File: src/sv/lbcd_pkg.sv
// Package for the literal byte character decoder.
// Holds the decoder state types, byte constants and the small lookup functions.
// No dependencies.
`default_nettype none

package lbcd_pkg;

   localparam logic [7:0] BYTE_BACKSLASH = 8'h5c;
   localparam logic [7:0] BYTE_LETTER_X  = 8'h78;
   localparam logic [7:0] BYTE_ESC       = 8'h1b;
   localparam logic [7:0] BYTE_DOLLAR    = 8'h24;
   localparam logic [7:0] BYTE_LETTER_B  = 8'h42;
   localparam logic [7:0] BYTE_PAREN     = 8'h28;
   localparam logic [7:0] BYTE_EUC_SS2   = 8'h8e;
   localparam logic [7:0] EUC_LEAD_LOW   = 8'ha1;
   localparam logic [7:0] EUC_LEAD_HIGH  = 8'hfe;
   localparam logic [7:0] SJIS_LOW_A     = 8'd129;
   localparam logic [7:0] SJIS_HIGH_A    = 8'd159;
   localparam logic [7:0] SJIS_LOW_B     = 8'd224;
   localparam logic [7:0] SJIS_HIGH_B    = 8'd239;

   localparam logic [1:0] HEX_IDLE = 2'd0;
   localparam logic [1:0] HEX_OPEN = 2'd1;
   localparam logic [1:0] HEX_ONE  = 2'd2;
   localparam logic [1:0] HEX_TWO  = 2'd3;

   typedef enum logic [2:0] {
      JIS_OUT,
      JIS_ESC,
      JIS_ESC_DOLLAR,
      JIS_SHIFTED,
      JIS_HELD,
      JIS_SH_ESC,
      JIS_SH_ESC_PAREN
   } jis_phase_type;

   typedef enum logic [1:0] {
      EUC_IDLE,
      EUC_PREFIX,
      EUC_LEAD
   } euc_phase_type;

   typedef struct packed {
      logic          escape_pending;
      logic [1:0]    hex_digit_count;
      logic [7:0]    held_byte;
      logic          sjis_lead_seen;
      jis_phase_type jis_phase;
      euc_phase_type euc_phase;
   } dec_state_type;

   typedef struct packed {
      logic        emit;
      logic [15:0] char_code;
      logic        malformed;
   } dec_result_type;

   function automatic logic is_hex(input logic [7:0] c);
      return (c inside {[8'h30:8'h39], [8'h41:8'h46], [8'h61:8'h66]});
   endfunction

   function automatic logic [3:0] hex_value(input logic [7:0] c);
      logic [3:0] v;
      v = 4'd0;
      if (c inside {[8'h30:8'h39]}) begin
         v = c[3:0];
      end else if (c inside {[8'h41:8'h46], [8'h61:8'h66]}) begin
         v = c[3:0] + 4'd9;
      end
      return v;
   endfunction

   function automatic logic [7:0] escape_value(input logic [7:0] c);
      logic [7:0] v;
      case (c)
         8'h6e: v = 8'd10;
         8'h74: v = 8'd9;
         8'h72: v = 8'd13;
         8'h61: v = 8'd7;
         8'h62: v = 8'd8;
         8'h66: v = 8'd12;
         8'h76: v = 8'd11;
         default: begin
            if (c inside {[8'h30:8'h37]}) begin
               v = {5'd0, c[2:0]};
            end else begin
               v = c;
            end
         end
      endcase
      return v;
   endfunction

   function automatic logic is_sjis_lead(input logic [7:0] c);
      return (c inside {[SJIS_LOW_A:SJIS_HIGH_A], [SJIS_LOW_B:SJIS_HIGH_B]});
   endfunction

endpackage

`default_nettype wire

File: src/sv/lbcd_decode.sv
// Next-state and result logic of the literal byte character decoder.
// Purely combinational; depends on lbcd_pkg.
`default_nettype none

module lbcd_decode
   import lbcd_pkg::*;
(
   input  var dec_state_type  cur_state,
   input  var logic [7:0]     in_byte,
   input  var logic           wide_mode,
   output dec_state_type      nxt_state,
   output dec_result_type     result
);

   logic          c_hex;
   logic          hex_first;
   logic [1:0]    hex_count1;
   jis_phase_type jis1;
   logic [15:0]   code;
   logic          bad;

   assign c_hex      = is_hex(in_byte);
   assign hex_first  = (cur_state.hex_digit_count == HEX_OPEN) && c_hex;
   assign hex_count1 = ((cur_state.hex_digit_count != HEX_IDLE) && c_hex &&
                        (cur_state.hex_digit_count != HEX_TWO)) ?
                       cur_state.hex_digit_count + 2'd1 : cur_state.hex_digit_count;
   assign jis1       = (cur_state.jis_phase == JIS_HELD) ? JIS_SHIFTED : cur_state.jis_phase;

   always_comb begin
      nxt_state = cur_state;
      code      = 16'd0;
      bad       = 1'b0;
      result    = '0;
      if (in_byte == BYTE_BACKSLASH && !cur_state.escape_pending) begin
         nxt_state.escape_pending = 1'b1;
      end else if (cur_state.escape_pending && in_byte == BYTE_LETTER_X) begin
         nxt_state.hex_digit_count = HEX_OPEN;
         nxt_state.escape_pending  = 1'b0;
      end else begin
         nxt_state.hex_digit_count = hex_count1;
         if (hex_first) begin
            nxt_state.held_byte = in_byte;
         end else if (!cur_state.sjis_lead_seen && is_sjis_lead(in_byte)) begin
            nxt_state.sjis_lead_seen = 1'b1;
            nxt_state.held_byte      = in_byte;
         end else if (cur_state.jis_phase == JIS_OUT && in_byte == BYTE_ESC) begin
            nxt_state.jis_phase = JIS_ESC;
         end else if (cur_state.jis_phase == JIS_ESC && in_byte == BYTE_DOLLAR) begin
            nxt_state.jis_phase = JIS_ESC_DOLLAR;
         end else if (cur_state.jis_phase == JIS_ESC_DOLLAR && in_byte == BYTE_LETTER_B) begin
            nxt_state.jis_phase = JIS_SHIFTED;
         end else if (cur_state.jis_phase == JIS_SHIFTED) begin
            if (in_byte == BYTE_ESC) begin
               nxt_state.jis_phase = JIS_SH_ESC;
            end else begin
               nxt_state.held_byte = in_byte;
               nxt_state.jis_phase = JIS_HELD;
            end
         end else if (jis1 == JIS_SH_ESC && in_byte == BYTE_PAREN) begin
            nxt_state.jis_phase = JIS_SH_ESC_PAREN;
         end else if (jis1 == JIS_SH_ESC_PAREN && in_byte == BYTE_LETTER_B) begin
            nxt_state.jis_phase = JIS_OUT;
         end else begin
            nxt_state.jis_phase = jis1;
            if (!cur_state.sjis_lead_seen && cur_state.euc_phase == EUC_IDLE &&
                in_byte == BYTE_EUC_SS2) begin
               nxt_state.euc_phase = EUC_PREFIX;
            end else if (!cur_state.sjis_lead_seen && cur_state.euc_phase == EUC_IDLE &&
                         (in_byte inside {[EUC_LEAD_LOW:EUC_LEAD_HIGH]})) begin
               nxt_state.held_byte = in_byte;
               nxt_state.euc_phase = EUC_LEAD;
            end else begin
               result.emit = 1'b1;
               if (cur_state.escape_pending) begin
                  code = {8'd0, escape_value(in_byte)};
                  nxt_state.escape_pending = 1'b0;
               end else if (hex_count1 != HEX_IDLE) begin
                  if (hex_count1 == HEX_TWO && c_hex) begin
                     code = {8'd0, hex_value(cur_state.held_byte), hex_value(in_byte)};
                  end else begin
                     bad = 1'b1;
                  end
                  nxt_state.hex_digit_count = HEX_IDLE;
               end else if (cur_state.sjis_lead_seen) begin
                  code = {cur_state.held_byte, in_byte};
                  nxt_state.sjis_lead_seen = 1'b0;
               end else if (jis1 == JIS_SHIFTED) begin
                  code = {cur_state.held_byte, in_byte};
               end else if (cur_state.euc_phase == EUC_PREFIX) begin
                  code = {8'd0, in_byte};
                  nxt_state.euc_phase = EUC_IDLE;
               end else if (cur_state.euc_phase == EUC_LEAD) begin
                  code = {cur_state.held_byte, in_byte};
                  nxt_state.euc_phase = EUC_IDLE;
               end else begin
                  code = {8'd0, in_byte};
               end
               result.char_code = wide_mode ? code : {8'd0, code[7:0]};
               result.malformed = bad;
            end
         end
      end
   end

endmodule

`default_nettype wire

File: src/sv/literal_byte_char_decoder.sv
// Literal byte character decoder, top level.
// An accepted byte is registered at the input, decoded, and its character registered for the result port.
// Throughput: one byte per cycle while the result port is not stalled; the decode state loop holds a single register.
// Synchronous active-high reset clears all decode state, wide_mode and both stages.
// Depends on lbcd_pkg and lbcd_decode.
`default_nettype none

module literal_byte_char_decoder
   import lbcd_pkg::*;
(
   input  var logic        clock,
   input  var logic        reset,
   input  var logic        req_tvalid,
   output logic            req_tready,
   input  var logic [7:0]  req_tdata,    // [7:0] in_byte
   output logic            rsp_tvalid,
   input  var logic        rsp_tready,
   output logic [15:0]     rsp_tdata,    // [15:0] char_code
   output logic            rsp_tuser,    // [0] malformed
   input  var logic        csr_valid,
   output logic            csr_ready,
   input  var logic        csr_wdata     // wide_mode
);

   logic           in_valid_ff;
   logic [7:0]     in_byte_ff;
   logic           out_valid_ff;
   logic           out_valid_in;
   logic [15:0]    out_code_ff;
   logic           out_bad_ff;
   logic           wide_mode_ff;
   dec_state_type  state_ff;
   dec_state_type  state_in;
   dec_result_type result;
   logic           out_free;
   logic           advance;

   assign out_free   = !out_valid_ff || rsp_tready;
   assign advance    = in_valid_ff && out_free;
   assign req_tready = !in_valid_ff || advance;
   assign csr_ready  = 1'b1;

   lbcd_decode u_decode (
      .cur_state (state_ff),
      .in_byte   (in_byte_ff),
      .wide_mode (wide_mode_ff),
      .nxt_state (state_in),
      .result    (result)
   );

   always_comb begin
      out_valid_in = out_valid_ff && !rsp_tready;
      if (advance && result.emit) begin
         out_valid_in = 1'b1;
      end
   end

   always_ff @(posedge clock) begin
      if (reset) begin
         in_valid_ff  <= 1'b0;
         out_valid_ff <= 1'b0;
         wide_mode_ff <= 1'b0;
         state_ff     <= '{escape_pending: 1'b0, hex_digit_count: HEX_IDLE,
                           held_byte: 8'd0, sjis_lead_seen: 1'b0,
                           jis_phase: JIS_OUT, euc_phase: EUC_IDLE};
      end else begin
         if (req_tready) begin
            in_valid_ff <= req_tvalid;
         end
         out_valid_ff <= out_valid_in;
         if (csr_valid) begin
            wide_mode_ff <= csr_wdata;
         end
         if (advance) begin
            state_ff <= state_in;
         end
      end
   end

   always_ff @(posedge clock) begin
      if (req_tready && req_tvalid) begin
         in_byte_ff <= req_tdata;
      end
      if (advance && result.emit) begin
         out_code_ff <= result.char_code;
         out_bad_ff  <= result.malformed;
      end
   end

   assign rsp_tvalid = out_valid_ff;
   assign rsp_tdata  = out_code_ff;
   assign rsp_tuser  = out_bad_ff;

   // A malformed hex escape always carries a zero character code.
   assert property (@(posedge clock) disable iff (reset)
      rsp_tvalid && rsp_tuser |-> rsp_tdata == 16'd0)
      else $error("malformed result with nonzero code");

   // A byte in the input register that cannot advance is held unchanged.
   assert property (@(posedge clock) disable iff (reset)
      in_valid_ff && !advance |=> in_valid_ff && $stable(in_byte_ff))
      else $error("stalled input byte lost or changed");

   // Reset leaves no result pending.
   assert property (@(posedge clock) reset |=> !rsp_tvalid)
      else $error("result valid after reset");

endmodule

`default_nettype wire

File: config.mk
export PLATFORM = sky130hd
export DESIGN_NAME = literal_byte_char_decoder
export DESIGN_NICKNAME = d
export VERILOG_FILES = /design/src/sv/lbcd_pkg.sv /design/src/sv/lbcd_decode.sv /design/src/sv/literal_byte_char_decoder.sv
export SDC_FILE = /design/constraint.sdc
export NUM_CORES = 1
export LEC_CHECK = 0
export ABC_AREA = 1
export BUFFER_PORTS_ARGS = -buffer_cell sky130_fd_sc_hd__buf_2
export CELL_PAD_IN_SITES_DETAIL_PLACEMENT = 0
export CELL_PAD_IN_SITES_GLOBAL_PLACEMENT = 1
export CORE_ASPECT_RATIO = 1.4
export CORE_MARGIN = 3
export CORE_UTILIZATION = 38
export DETAILED_ROUTE_END_ITERATION = 6
export GPL_ROUTABILITY_DRIVEN = 0
export PLACE_DENSITY_LB_ADDON = 0.1
export SLEW_MARGIN = 20
export SYNTH_ARGS = -nofsm -noshare
export SYNTH_HDL_FRONTEND = slang
export SYNTH_SLANG_ARGS = --single-unit
File: constraint.sdc
create_clock -name clock -period 2.64 [get_ports clock]
set_input_delay 0.132 -clock clock [delete_from_list [all_inputs] [get_ports clock]]
set_output_delay 0.132 -clock clock [all_outputs]
set_load 0.005 [all_outputs]
==> metrics.log, run 1 <==
INFO  metric outcome = finished, final reports clean
INFO  metric initialDrtViolationCount = 164
INFO  metric clk_root_buffer_cell = sky130_fd_sc_hd__clkbuf_16
INFO  metric layout_cells_sized_above_1 = 0.204
INFO  metric clk_transition_reported_paths = ~0.07 ns
INFO  metric cts_made_buffers = 5
INFO  metric maxSlewHeadroom = 0.529
INFO  metric grtUsageMet2 = 0.405
INFO  metric placement.io_buffers = 32
INFO  metric slew_at_the_pin_closest_to_its_max_slew_limit = 0.704 ns
INFO  metric criticalPathCategory = register to register
INFO  metric max_stage_delay = 0.43 ns
INFO  metric regArea = 1150 um2
INFO  metric synth_warnings = 0
INFO  metric clkLatencyLatePin = approximately 0.30 ns
INFO  metric critical_path.startpoint_type = register
INFO  metric clk_path_buf_depth = 2
INFO  metric yosysUniqueCellTypes = 41
INFO  metric insertedDiodeCount = 0
INFO  metric crit_family = simple AND/OR/NAND/NOR gates
INFO  metric crit_fanout = 17
INFO  metric hold_violations = 0
INFO  metric initial_utilization = 0.401
INFO  metric clock.fmax = 0.410 GHz
INFO  metric yosys.area.top_type_share = 0.224
INFO  metric synth_ff_type = sky130_fd_sc_hd__edfxtp_1
INFO  metric gr-usage-met1 = 0.233
INFO  metric overflow = 0
INFO  metric detailroute.via_count = 3275
INFO  metric grt_antenna_before_repair = 0
INFO  metric post_detailed_routing_wire_length = 9910 um
INFO  metric flow.area_growth_from_synthesis = 15.9%
INFO  metric sum_of_buffers_and_inverters_on_the_critical_path = 5
INFO  metric post_synth_main_area_contributors = sky130_fd_sc_hd__edfxtp_1 (22%), sky130_fd_sc_hd__dfxtp_1 (12%), sky130_fd_sc_hd__nand2_1 (12%), sky130_fd_sc_hd__nor2_1 (7.5%), sky130_fd_sc_hd__nand3_1 (7.3%)
INFO  metric fin_total_pwr = 0.00181 W
INFO  metric via_count_normalized_by_instance_count = 5.23
INFO  metric htreeDepth = 2
INFO  metric cellLeakagePower = between 1.5 and 2 nW
INFO  metric row_count = 39
INFO  metric synthCells = roughly 480
INFO  metric num-nets-final = 551
INFO  metric grt_setup_unrepaired = no
INFO  metric layout_min_cycle_time = between 2 and 2.5 ns
INFO  metric gr-usage-met3 = 0.0238
INFO  metric critical-path-slowest-cell = sky130_fd_sc_hd__edfxtp_1
INFO  metric worst_ep_required_time = 2.64 ns
INFO  metric crit_path_frequent_cell = sky130_fd_sc_hd__nand2_1
INFO  metric tritoncts = yes
INFO  metric final.period_utilization = 0.924
INFO  metric seq_area_frac_synth = 0.344
INFO  metric core_area = 8340 um2
INFO  metric worstPathCellList = inv_2 > buf_4 > ha_1 > inv_1 > nor2_1 > nand2_1 > nand2_1 > nand2_2 > nand3_4 > nand2_4 > nand2_4 > nor2_4 > nand2_1 > inv_1 > buf_12
INFO  metric final.setup_skew = 0.00769 ns
INFO  metric post_synth.cell_area_avg = slightly above 7 um2
INFO  metric hold_path.class = primary input to register
INFO  metric total_of_fill_cells_in_the_finished_design = 878
INFO  metric grt_util_all_layers = 0.209
INFO  metric synthMostInstantiatedCell = sky130_fd_sc_hd__nand2_1
INFO  metric setup_violations = 0
INFO  metric die_height = 117 um
INFO  metric grt-busiest-layer = met2
INFO  metric final_antenna_net_count = 0
INFO  metric setup_tns = 0 ns
INFO  metric grt_pass1_vias = 3198
INFO  metric grt_first_pass_wirelength = 16200 um
INFO  metric tritoncts_num_sinks = 45
INFO  metric routedWlPerCell = roughly 16 um
INFO  metric timing.critical_path.to_type = register
INFO  metric multi_input_comb_area = 1900 um2
INFO  metric cellPowerDensity = between 400 and 500 nW/um2
INFO  metric final-max-slew-violation-count = 0
INFO  metric worstPathArrival = 2.44 ns
INFO  metric grt_max_degree = 18
INFO  metric post_synth_most_frequent_cells = sky130_fd_sc_hd__nand2_1 (105), sky130_fd_sc_hd__nor2_1 (67), sky130_fd_sc_hd__inv_1 (54)
INFO  metric irDropWorstVdd = 433 uV
INFO  metric synth_nets = between 500 and 600
INFO  metric ys_seq_elements = 45
INFO  metric top_level_ports = 34
INFO  metric die-area = approximately 10000 um2
INFO  metric asyncSetResetFlopFracSynth = 0
INFO  metric drc = 0
INFO  metric synth_largest_area_cell = sky130_fd_sc_hd__edfxtp_1
INFO  metric post_synth_instance_area = 3350 um2
INFO  metric synth_edf_count = 25
INFO  metric first_pass_iters = 4
INFO  metric timing.max_cap.violations = 0
INFO  metric cts_hold_buf = 0
INFO  metric die_width = about 85 um
INFO  metric estimated_wirelength_of_the_detail_placed_design = 7990 um
[path summary, 6_finish.rpt]
| path | start | end | slack [ns] | cells past startpoint |
|---|---|---|---|---|
| min | req_tdata[6] | in_byte_ff[6] | 0.01 | 1 |
| max | in_byte_ff[0] | rsp_tdata[6] | 0.20 | 15 |
| min reg2reg | state_ff[15] | state_ff[15] | 0.51 | 2 |
| max reg2reg | in_byte_ff[0] | rsp_tdata[6] | 0.20 | 15 |
[power breakdown]
group / total, W / leakage [nW] / switching, W / internal (W)
Combinational: 0.000344 / 1.36 / 0.000226 / 0.000118
Sequential: 0.000814 / 0.409 / 0.0000348 / 0.000779
Clock: 0.000652 / 0.0708 / 0.000294 / 0.000358
Total: 0.00181 / 1.84 / 0.000555 / 0.00125
[sequential cells by signal, summed over array words and instances (netlist names)]
signal        count
rsp_tdata        16
wide_mode_ff      1
in_byte_ff        8
in_valid_ff       1
rsp_tuser         1
rsp_tvalid        1
state_ff         17
[through the flow]
step                cells  hold WS, ns  setup slack [ns]  instance area, um2   util
global placement      614        0.309             0.264                3690  0.442
finish                626       0.0119             0.201                3880  0.465
detailed placement    614        0.310             0.175                3690  0.442
global route          626       0.0106            0.0207                3880  0.465
floorplan             475        0.231             0.211                3350      -
CTS                   622      0.00922             0.152                3840  0.460
[kinds of logic after synthesis]
group / count (synthesis) / share of synthesized area
DFF: 45 / 0.344
xor gates and xnor gates: 3 / 0.00785
adders and majority gates: 14 / 0.0524
and+or+nand+nor: 274 / 0.395
other: 1 / 0.00112
buffers and inverters: 73 / 0.0897
AOI/OAI and AO/OA: 65 / 0.110
[cell type report]
class	count	share of cell area
clock inverter	3	0.00646
sequential	45	0.297
tap	102	0.0329
timing repair buffer	50	0.0794
inverter	64	0.0620
clock buffer	5	0.0323
multi-input combinational	357	0.490
[cells in the final DEF (no fill, tap or decap), types with 2 or more instances in the layout]
cell | netlist | routed
sky130_fd_sc_hd__nor2_1 | 67 | 66
sky130_fd_sc_hd__nor3_1 | 6 | 6
sky130_fd_sc_hd__o21ai_1 | 3 | 4
sky130_fd_sc_hd__nor3_2 | 4 | 4
sky130_fd_sc_hd__clkbuf_16 | 0 | 5
sky130_fd_sc_hd__inv_1 | 54 | 53
sky130_fd_sc_hd__nand2_1 | 105 | 105
sky130_fd_sc_hd__nand2_2 | 9 | 9
sky130_fd_sc_hd__o21ai_0 | 21 | 20
sky130_fd_sc_hd__xor2_1 | 3 | 3
sky130_fd_sc_hd__nand4_1 | 8 | 8
sky130_fd_sc_hd__a21boi_0 | 2 | 2
sky130_fd_sc_hd__ha_1 | 14 | 13
sky130_fd_sc_hd__buf_4 | 3 | 17
sky130_fd_sc_hd__nor4_1 | 2 | 2
sky130_fd_sc_hd__o211ai_1 | 3 | 3
sky130_fd_sc_hd__buf_2 | 0 | 32
sky130_fd_sc_hd__inv_2 | 9 | 10
sky130_fd_sc_hd__edfxtp_1 | 25 | 25
sky130_fd_sc_hd__nand3_2 | 2 | 2
sky130_fd_sc_hd__dfxtp_1 | 20 | 20
sky130_fd_sc_hd__nor2_2 | 7 | 8
sky130_fd_sc_hd__nand3_1 | 49 | 49
sky130_fd_sc_hd__nand3_4 | 2 | 2
sky130_fd_sc_hd__inv_6 | 0 | 2
sky130_fd_sc_hd__a21oi_1 | 29 | 29
sky130_fd_sc_hd__nand2_4 | 7 | 7
[layer usage]
layer / vias up / wire length (um)
met5: - / 0
li1: 1654 / -
met4: 0 / 274
met2: 79 / 5300
met3: 15 / 411
met1: 1527 / 3920
[repair_timing]
item | in CTS | in global routing
setup endpoints to repair | 0 | 27
gates resized for setup | 0 | 4
setup buffers | 0 | 4
No activity file was read; power rests on OpenSTA's default activity.
==> inputs of run 2 (changes only) <==
--- a/config.mk
+++ b/config.mk
@@ -11,7 +11,7 @@
 export CELL_PAD_IN_SITES_GLOBAL_PLACEMENT = 1
 export CORE_ASPECT_RATIO = 1.4
 export CORE_MARGIN = 3
-export CORE_UTILIZATION = 38
+export CORE_UTILIZATION = 36
 export DETAILED_ROUTE_END_ITERATION = 6
 export GPL_ROUTABILITY_DRIVEN = 0
 export PLACE_DENSITY_LB_ADDON = 0.1
==> run 2 against run 1 <==
  * Worst hold slack improved by 0.0013 ns
  * Sequential share of layout area increased by 0.32 points
  * Core utilization decreased by 4.0 points
  * Global-route usage decreased by 1.4 points
  * Worst setup slack got worse by 0.027 ns
  * Via count decreased by 4.4%
  * First-iteration DRC count decreased by 30%
  * Critical path depth unchanged
  * Maximum frequency decreased by 1.1%
  * Non-clock buffer count decreased by 7
  * Total power decreased by 0.87%
  * Highest routed layer unchanged
==> metrics.log, run 2 (synthesized netlist as in run 1, its figures left out) <==
INFO  metric outcome = finished, final reports clean
INFO  metric die_height = 120 um (+2.6%)
INFO  metric dp.cells = 616 (+0.33%)
INFO  metric final.period_utilization = 0.934 (+0.0104)
INFO  metric setup_violations = 0 (unchanged)
INFO  metric core_area = 9030 um2 (+8.2%)
INFO  metric layout_cells_sized_above_1 = 0.191 (-0.0127)
INFO  metric combinationalPowerShare = 0.189 (about the same)
INFO  metric cts_made_buffers = 5 (unchanged)
INFO  metric die_width = 87.5 um (+2.5%)
INFO  metric post_cts.repair.setup_buffers = 0 (unchanged)
INFO  metric crit_fanout = 17 (unchanged)
INFO  metric hold_path.class = primary input to register
INFO  metric critical_path.startpoint_type = register
INFO  metric initialDrtViolationCount = 114 (-30%)
INFO  metric final_cell_area = 3830 um2 (-1.1%)
INFO  metric grt_max_degree = 18 (unchanged)
INFO  metric insertedDiodeCount = 0 (unchanged)
INFO  metric clock.fmax = 0.405 GHz (-1.1%)
INFO  metric setup_tns = 0 ns (unchanged)
INFO  metric grt_pass1_vias = 3120 (-2.4%)
INFO  metric cellPowerDensity = 468 nW/um2 (+0.20%)
INFO  metric clk_path_buf_depth = 2 (unchanged)
INFO  metric grt_first_pass_wirelength = 15800 um (-2.6%)
INFO  metric timing.critical_path.to_type = register
INFO  metric routedWlPerCell = 15.4 um (-2.6%)
INFO  metric layout.cells.non_filler = 624 (-0.32%)
INFO  metric p_clk_frac = 0.359 (about the same)
INFO  metric cts_hold_buf = 0 (unchanged)
INFO  metric flow.area_growth_from_synthesis = 14.6%
INFO  metric largest_register_ffs = 17 (unchanged)
INFO  metric estimated_wirelength_of_the_detail_placed_design = 7880 um (-1.4%)
INFO  metric hold_violations = 0 (unchanged)
INFO  metric final_antenna_net_count = 0 (unchanged)
INFO  metric internal-power = 0.00125 W (-0.53%)
INFO  metric layout_min_cycle_time = 2.47 ns (+0.0274 ns)
INFO  metric cellLeakagePower = 1.81 nW (-1.6%)
INFO  metric switching_share_of_power = 0.304 (-0.00238)
INFO  metric first_pass_iters = 4 (unchanged)
INFO  metric clk_root_buffer_cell = sky130_fd_sc_hd__clkbuf_16
INFO  metric timing.max_cap.violations = 0 (unchanged)
INFO  metric htreeDepth = 2 (unchanged)
INFO  metric clkLatencyLatePin = 0.29 ns (about the same)
INFO  metric maxSlewHeadroom = 0.537 (+0.00872)
INFO  metric placement.io_buffers = 32 (unchanged)
INFO  metric worst_ep_required_time = 2.64 ns (about the same)
INFO  metric row_count = 41 (+5.1%)
INFO  metric switchingPower = 0.000546 W (-1.6%)
INFO  metric seqPwrFrac = 0.453 (+0.003)
INFO  metric drc = 0 (unchanged)
INFO  metric num-nets-final = 544 (-1.3%)
INFO  metric via_count_normalized_by_instance_count = 5.02 (-4.1%)
INFO  metric criticalPathCategory = register to register
INFO  metric initial_utilization = 0.371 (-0.0304)
INFO  metric clk_transition_reported_paths = 0.06 ns (about the same)
INFO  metric final.setup_skew = 0.00543 ns (-0.00225 ns)
INFO  metric layout_commonest_cell = sky130_fd_sc_hd__nand2_1
INFO  metric post_detailed_routing_wire_length = 9620 um (-2.9%)
INFO  metric detailroute.via_count = 3130 (-4.4%)
INFO  metric top_level_ports = 34 (unchanged)
INFO  metric tritoncts = yes
INFO  metric grt_antenna_before_repair = 0 (unchanged)
INFO  metric fin_total_pwr = 0.00179 W (-0.87%)
INFO  metric tritoncts_num_sinks = 45 (unchanged)
INFO  metric regMostFlops = state_ff
INFO  metric overflow = 0 (unchanged)
INFO  metric post_detailed_placement_cell_area = 3670 um2 (-0.44%)
INFO  metric final-max-slew-violation-count = 0 (unchanged)
INFO  metric slew_at_the_pin_closest_to_its_max_slew_limit = 0.691 ns (-0.0130 ns)
INFO  metric grt_setup_unrepaired = no
INFO  metric die-area = 10500 um2 (+5.2%)
INFO  metric worstPathArrival = 2.47 ns (+0.03 ns)
INFO  metric layout.cells.most_common_list = sky130_fd_sc_hd__nand2_1 (105), sky130_fd_sc_hd__nor2_1 (67), sky130_fd_sc_hd__inv_1 (53), sky130_fd_sc_hd__nand3_1 (48), sky130_fd_sc_hd__buf_2 (32)
INFO  metric grt_util_all_layers = 0.195 (-0.0141)
INFO  metric irDropWorstVdd = 394 uV (-8.9%)
INFO  metric timing.hold.ws = 0.0132 ns (+0.00127 ns)
-- run 2: metal layers --
metal / GRT usage / wire length, um / vias up
li1: - / - / 1637
met1: 0.230 / 4080 / 1413
met2: 0.350 / 4990 / 66
met3: 0.0261 / 331 / 14
met4: 0.0729 / 228 / 0
met5: 0 / 0 / -
-- run 2: timing repair --
item | CTS | global route
endpoints found under the setup margin | 0 | 21
endpoints found under the hold margin | 0 | 0
gates resized for setup | 0 | 3
-- run 2: cell type report --
type                    count  area [um2]
clock buffers               5         125
clock inverters             3        25.0
fillers                   957        5190
inverters                  64         240
multi-input cells         357        1900
flip-flops and latches     45        1150
well taps                 107         134
repair buffers             43         255
-- run 2: worst paths after layout --
path / slack, ns / start / end / depth (start not counted)
worst min-delay path: 0.01 / req_tdata[6] / in_byte_ff[6] / 1
worst max-delay path: 0.17 / in_byte_ff[0] / rsp_tdata[0] / 15
worst max register to register: 0.17 / in_byte_ff[0] / rsp_tdata[0] / 15
worst min register to register: 0.50 / state_ff[15] / state_ff[15] / 2
-- run 2: critical path, stage by stage, from the launching register on --
cell and delay [ns]:
sky130_fd_sc_hd__edfxtp_1 0.43, sky130_fd_sc_hd__inv_1 0.09, sky130_fd_sc_hd__buf_4 0.17, sky130_fd_sc_hd__ha_1 0.21, sky130_fd_sc_hd__inv_1 0.10, sky130_fd_sc_hd__nor2_1 0.07, sky130_fd_sc_hd__nand2_1 0.11, sky130_fd_sc_hd__nand2_1 0.08
sky130_fd_sc_hd__nand2_2 0.07, sky130_fd_sc_hd__nand3_4 0.11, sky130_fd_sc_hd__nand2_4 0.13, sky130_fd_sc_hd__nand2_4 0.09, sky130_fd_sc_hd__nor2_4 0.16, sky130_fd_sc_hd__nand2_1 0.10, sky130_fd_sc_hd__inv_1 0.11, sky130_fd_sc_hd__buf_12 0.16
-- run 2: through the flow --
step | setup slack (ns) | util
floorplan | 0.211 | -
global placement | 0.201 | 0.407
detailed placement | 0.156 | 0.407
CTS | 0.152 | 0.424
global route | 0.00145 | 0.425
finish | 0.173 | 0.425
-- run 2: power groups by stage --
stage                     combinational (W)  sequential (W)  clock (W)
after floorplan                    0.000239        0.000819          0
final                              0.000338        0.000812   0.000644
after global routing               0.000385        0.000817   0.000688
after CTS                          0.000340        0.000811   0.000665
after global placement             0.000341        0.000827          0
after detailed placement           0.000339        0.000827          0
